**src/rtl/sbpc_pkg.sv**
```systemverilog
// ----------------------------------------------------------------------------
// sbpc_pkg: shared types and constants for the servo bus packet checker
// Holds the parser phase encoding, the result record and register constants.
// ----------------------------------------------------------------------------
package sbpc_pkg;

	localparam int unsigned BYTE_W  = 8;
	localparam int unsigned PADDR_W = 3;
	localparam int unsigned PDATA_W = 32;

	// register index bit of the byte address
	localparam int unsigned REG_IDX_BIT = 2;

	localparam logic REG_HEADER_BYTE = 1'b0;

	localparam logic [BYTE_W-1:0] HEADER_RESET = 8'hFF;
	localparam logic [BYTE_W-1:0] MIN_LENGTH   = 8'd2;

	typedef enum logic [2:0] {
		PH_HEAD1 = 3'd0,
		PH_HEAD2 = 3'd1,
		PH_ID    = 3'd2,
		PH_LEN   = 3'd3,
		PH_ERR   = 3'd4,
		PH_PARAM = 3'd5,
		PH_SUM   = 3'd6
	} phase_t;

	typedef struct packed {
		logic [BYTE_W-1:0] frame_id;
		logic [BYTE_W-1:0] error_code;
		logic [BYTE_W-1:0] data_byte;
		logic [BYTE_W-1:0] data_index;
		logic              is_last;
		logic              checksum_ok;
	} result_t;

endpackage

```
**src/rtl/sbpc_parser.sv**
```systemverilog
// ----------------------------------------------------------------------------
// sbpc_parser: packet framing and checksum state
// Walks header, id, length, error, parameter and checksum bytes, one per beat.
// ----------------------------------------------------------------------------
module sbpc_parser (
	input  logic                         clk,
	input  logic                         arst_n,
	input  logic                         accept,
	input  logic [sbpc_pkg::BYTE_W-1:0]  rx_byte,
	input  logic [sbpc_pkg::BYTE_W-1:0]  header_byte,
	output logic                         res_valid,
	output sbpc_pkg::result_t            res
);

	sbpc_pkg::phase_t            phase_q, phase_d;
	logic [sbpc_pkg::BYTE_W-1:0] id_q, id_d;
	logic [sbpc_pkg::BYTE_W-1:0] left_q, left_d;
	logic [sbpc_pkg::BYTE_W-1:0] sum_q, sum_d;
	logic [sbpc_pkg::BYTE_W-1:0] err_q, err_d;
	logic [sbpc_pkg::BYTE_W-1:0] count_q, count_d;
	logic [sbpc_pkg::BYTE_W-1:0] left_dec;
	logic [sbpc_pkg::BYTE_W-1:0] sum_add;
	logic                        emit;

	assign left_dec = left_q - 8'd1;
	assign sum_add  = sum_q + rx_byte;

	// next state
	always_comb begin
		phase_d = phase_q;
		id_d    = id_q;
		left_d  = left_q;
		sum_d   = sum_q;
		err_d   = err_q;
		count_d = count_q;
		case (phase_q)
			sbpc_pkg::PH_HEAD2: begin
				phase_d = (rx_byte == header_byte) ? sbpc_pkg::PH_ID : sbpc_pkg::PH_HEAD1;
			end
			sbpc_pkg::PH_ID: begin
				id_d    = rx_byte;
				sum_d   = rx_byte;
				phase_d = sbpc_pkg::PH_LEN;
			end
			sbpc_pkg::PH_LEN: begin
				if (rx_byte < sbpc_pkg::MIN_LENGTH) begin
					err_d   = '0;
					phase_d = sbpc_pkg::PH_HEAD1;
				end else begin
					sum_d   = sum_add;
					left_d  = rx_byte - sbpc_pkg::MIN_LENGTH;
					phase_d = sbpc_pkg::PH_ERR;
				end
			end
			sbpc_pkg::PH_ERR: begin
				err_d   = rx_byte;
				sum_d   = sum_add;
				count_d = '0;
				phase_d = (left_q == '0) ? sbpc_pkg::PH_SUM : sbpc_pkg::PH_PARAM;
			end
			sbpc_pkg::PH_PARAM: begin
				sum_d   = sum_add;
				count_d = count_q + 8'd1;
				left_d  = left_dec;
				if (left_dec == '0) begin
					phase_d = sbpc_pkg::PH_SUM;
				end
			end
			sbpc_pkg::PH_SUM: begin
				phase_d = sbpc_pkg::PH_HEAD1;
			end
			default: begin
				// first header hunt, also recovers from unused codes
				phase_d = (rx_byte == header_byte) ? sbpc_pkg::PH_HEAD2 : sbpc_pkg::PH_HEAD1;
			end
		endcase
	end

	// result for this beat
	always_comb begin
		emit            = 1'b0;
		res.frame_id    = id_q;
		res.error_code  = err_q;
		res.data_byte   = '0;
		res.data_index  = '0;
		res.is_last     = 1'b0;
		res.checksum_ok = 1'b0;
		case (phase_q)
			sbpc_pkg::PH_LEN: begin
				// short length: broken packet closes at once
				emit           = (rx_byte < sbpc_pkg::MIN_LENGTH);
				res.error_code = '0;
				res.is_last    = 1'b1;
			end
			sbpc_pkg::PH_PARAM: begin
				emit           = 1'b1;
				res.data_byte  = rx_byte;
				res.data_index = count_q;
			end
			sbpc_pkg::PH_SUM: begin
				emit            = 1'b1;
				res.is_last     = 1'b1;
				res.checksum_ok = (~sum_q == rx_byte);
			end
			default: begin
				emit = 1'b0;
			end
		endcase
	end

	assign res_valid = accept & emit;

	always_ff @(posedge clk or negedge arst_n) begin
		if (!arst_n) begin
			phase_q <= sbpc_pkg::PH_HEAD1;
			id_q    <= '0;
			left_q  <= '0;
			sum_q   <= '0;
			err_q   <= '0;
			count_q <= '0;
		end else if (accept) begin
			phase_q <= phase_d;
			id_q    <= id_d;
			left_q  <= left_d;
			sum_q   <= sum_d;
			err_q   <= err_d;
			count_q <= count_d;
		end
	end

endmodule

```
**config.mk**
```make
export PLATFORM = sky130hd
export DESIGN_NAME = sbpc_parser
export DESIGN_NICKNAME = d
export VERILOG_FILES = /design/src/rtl/sbpc_pkg.sv /design/src/rtl/sbpc_parser.sv
export SDC_FILE = /design/constraint.sdc
export NUM_CORES = 1
export LEC_CHECK = 0
export ABC_CLOCK_PERIOD_IN_PS = 8470
export BUFFER_PORTS_ARGS = -buffer_cell sky130_fd_sc_hd__buf_2
export CAP_MARGIN = 25
export CORE_UTILIZATION = 60
export DETAILED_ROUTE_END_ITERATION = 7
export GPL_ROUTABILITY_DRIVEN = 0
export PLACE_DENSITY_LB_ADDON = 0.05
export RECOVER_POWER = 100
export SYNTH_ARGS = -nofsm -noshare
export SYNTH_HDL_FRONTEND = slang
export SYNTH_SLANG_ARGS = --single-unit
```
**constraint.sdc**
```tcl
create_clock -name clk -period 8.47 [get_ports clk]
set_clock_uncertainty 0.2 [all_clocks]
set_input_delay 2.541 -clock clk [delete_from_list [all_inputs] [get_ports clk]]
set_output_delay 2.541 -clock clk [all_outputs]
set_load 0.005 [all_outputs]
```
==> flow_summary.json <==
{
  "crit_chain": "clkbuf_1 > nor4_1 > or4b_1 > or2_1 > a21boi_0 > clkbuf_1",
  "power.leakage_nw": 1.546,
  "numCtsBuffers": 5,
  "drt_iter0_drc": 178,
  "period_needed_ns": 7.196,
  "pwr-share-seq": 0.517,
  "dieWidth_um": 71.05,
  "tns_ns": 0,
  "comb_power_share": 0.088,
  "r2r_cells": 5,
  "rsz0062_at_grt": "false",
  "fmax_mhz": 139.0,
  "cts_setup_buffers": 0,
  "switching_share": 0.2341,
  "clk_pin_slew_ns": 0.08,
  "std_cell_rows": 24,
  "crit_type": "in -> out",
  "finalCritPeriodShare": 0.8496,
  "fp.dieH_um": 71.05,
  "min_to": "id_q[0]$_DFFE_PN0P_",
  "yosysUniqueCellTypes": 53,
  "min_path_cells": 1,
  "cp_common_cell": "clkbuf_1",
  "finalInstanceArea_sq_um": 3141,
  "grt_first_pass_wirelength_um": 11080,
  "p_clk_frac": 0.395,
  "tritoncts": "built",
  "status": "complete, but fails checks",
  "synth_edf_count": 0,
  "setup_viol": 0,
  "critPathRequiredTime_ns": 5.73,
  "grt_pass1_vias": 2369,
  "yosysWarnings": 0,
  "cts-root-buf": "clkbuf_8",
  "async_flop_share": 1.000,
  "slowest_delay_ns": 0.55,
  "cts_buffer_depth": 2,
  "p_int_mw": 0.3067,
  "worst_slew_pin_slew_ns": 2.201,
  "p_total_mw": 0.4005,
  "synthToLayoutAreaGrowth_pct": 9.799,
  "final_util": 0.7019,
  "die-area_sq_um": 5047,
  "layout_commonest_cell": "dfrtp_1",
  "violations": "max-capacitance violations, max-slew violations",
  "crit_path_max_fanout": 10,
  "synth_fp_nets": 354,
  "powerDensity_nw_per_um2": 127.5,
  "nNetsFinal": 391,
  "grt_max_degree": 44,
  "grt_overflow_total": 0,
  "yosysSeqAreaShare": 0.3762,
  "vdd_drop_max_uv": 99.29,
  "grt_usage": 0.2801,
  "hold_viol": 0,
  "core-area_sq_um": 4474,
  "clock_sink_count": 43,
  "nFillCells": 373,
  "vias_per_cell": 6.031,
  "grt_antenna_before_repair": 0,
  "synth_cells": 323,
  "worstHoldStart": "id_q[0]$_DFFE_PN0P_",
  "place_hpwl_um": 4553,
  "drcViolationCount": 0,
  "synth-seq-cells": 43,
  "syn_area_sq_um": 2860,
  "rrSetupSlack_ns": 5.68,
  "max-cap-violations": 1,
  "avgSynthCellArea_sq_um": 8.855,
  "antenna_left": 0,
  "netSwitchingPower_mw": 0.09375,
  "dr.pass1.iters": 6,
  "cts-resized-gates": 0,
  "numPortBuffers": 53,
  "drive_gt1_frac": 0.1440,
  "ios": 54,
  "cts_hold_buf": 0,
  "place_ws_ns": 1.599,
  "hold_path.class": "reg -> reg",
  "start_util": 0.6393,
  "crit_arrival_ns": 4.46,
  "routedWlPerCell_um": 16.19,
  "wl_um": 6685,
  "placed_area_sq_um": 3079,
  "drv_slew": 42,
  "antennaDiodeCount": 0,
  "crit_path_end_kind": "primary output",
  "slowest_stage": "or4b_1",
  "ys.flop_type": "dfrtp_1",
  "mostFrequentLayoutCells": "dfrtp_1, buf_2, nand2_1, nor2_1, a21oi_1",
  "slew_headroom": -0.4672,
  "setup_slack_ns": 1.274,
  "clock_latency_ns": 0.29,
  "rr_endpoint": "sum_q[7]$_DFFE_PN0P_",
  "worst_setup_path_start_kind": "input pin",
  "htreeDepth": 2,
  "r2r_start": "phase_q[0]$_DFFE_PN0P_",
  "num_vias": 2491
}
## worst max-delay path by stage
stage               slack, ns  cells after the start       start   endpoint
floorplan                1.87                      5  rx_byte[1]  res_valid
global placement         1.63                      6  rx_byte[2]  res_valid
detailed placement       1.60                      6  rx_byte[2]  res_valid
CTS                      1.60                      6  rx_byte[2]  res_valid
global route             1.18                      6  rx_byte[3]  res_valid
finish                   1.27                      6  rx_byte[3]  res_valid
## flip-flops by register name, indices dropped and copies added (netlist names)
name,flops
count_q,8
err_q,8
id_q,8
left_q,8
sum_q,8
phase_q,3
## power by group through the flow
| stage | clock, mW | combinational (mW) | sequential, mW |
|---|---|---|---|
| global placement | 0 | 0.0356 | 0.211 |
| finish | 0.158 | 0.0352 | 0.207 |
| global route | 0.171 | 0.0394 | 0.207 |
| CTS | 0.162 | 0.0366 | 0.207 |
| detailed placement | 0 | 0.0363 | 0.211 |
| floorplan | 0 | 0.0229 | 0.211 |
## worst max-delay path: cells and delay by family
| kind | cells | cell delay, ns |
|---|---|---|
| simple gates | 3 | 1.26 |
| buf+inv | 2 | 0.41 |
| compound gates | 1 | 0.23 |
## synthesized netlist by cell type, types with 2 or more instances
cell | count | area share
a211oi_1 | 2 | 0.0052
a21boi_0 | 2 | 0.0052
a21o_1 | 4 | 0.010
a21oi_1 | 20 | 0.035
a22o_1 | 14 | 0.043
a31oi_1 | 2 | 0.0044
and2_1 | 9 | 0.020
and3_1 | 15 | 0.033
and3b_1 | 2 | 0.0061
buf_2 | 5 | 0.0087
buf_6 | 2 | 0.0079
clkbuf_1 | 16 | 0.021
dfrtp_1 | 43 | 0.38
ha_1 | 11 | 0.048
inv_1 | 15 | 0.020
mux2_2 | 7 | 0.028
nand2_1 | 32 | 0.042
nand2b_1 | 4 | 0.0087
nand3_1 | 9 | 0.016
nand4_1 | 5 | 0.011
nor2_1 | 20 | 0.026
nor2b_1 | 4 | 0.0087
nor3_1 | 7 | 0.012
nor4_1 | 2 | 0.0044
o211ai_1 | 4 | 0.010
o21ai_0 | 19 | 0.033
o22ai_1 | 2 | 0.0044
xnor2_1 | 16 | 0.049
xor2_1 | 6 | 0.018
## area by class of cell
class	instances	area, sq um	area share
well taps	52	65.06	0.02072
inverters	15	56.30	0.01793
clock buffers	5	68.82	0.02191
repair buffers	55	254.0	0.08088
clock inverters	3	43.79	0.01394
flip-flops and latches	43	1076	0.3426
multi-input cells	240	1577	0.5020
## cell families (layout without fill, tap and decap cells)
family | after synthesis | after routing | synth area share
and+or+nand+nor | 118 | 118 | 0.2187
AOI/OAI and AO/OA | 80 | 80 | 0.1903
DFF | 43 | 43 | 0.3762
buffers and inverters | 40 | 78 | 0.06124
xor gates and xnor gates | 22 | 22 | 0.06736
adders and majority gates | 12 | 12 | 0.05512
muxes | 8 | 8 | 0.03106
## through the flow
stage / instances / hold WS [ns]
after CTS: 412 / 0.3093
after detailed placement: 404 / 0.2880
after floorplan: 323 / 0.2645
after global placement: 404 / 0.2736
after global routing: 413 / 0.3268
final: 413 / 0.3084
## metal layers
layer	part of all wire	vias to the layer above	track usage	wire length [um]
li1	-	1212	-	-
met4	0.0039	0	0.05333	26
met3	0.039	2	0.05556	260
met5	0	-	0	0
met2	0.52	54	0.5011	3444
met1	0.44	1223	0.3546	2954
No activity file was read; power rests on OpenSTA's default activity.
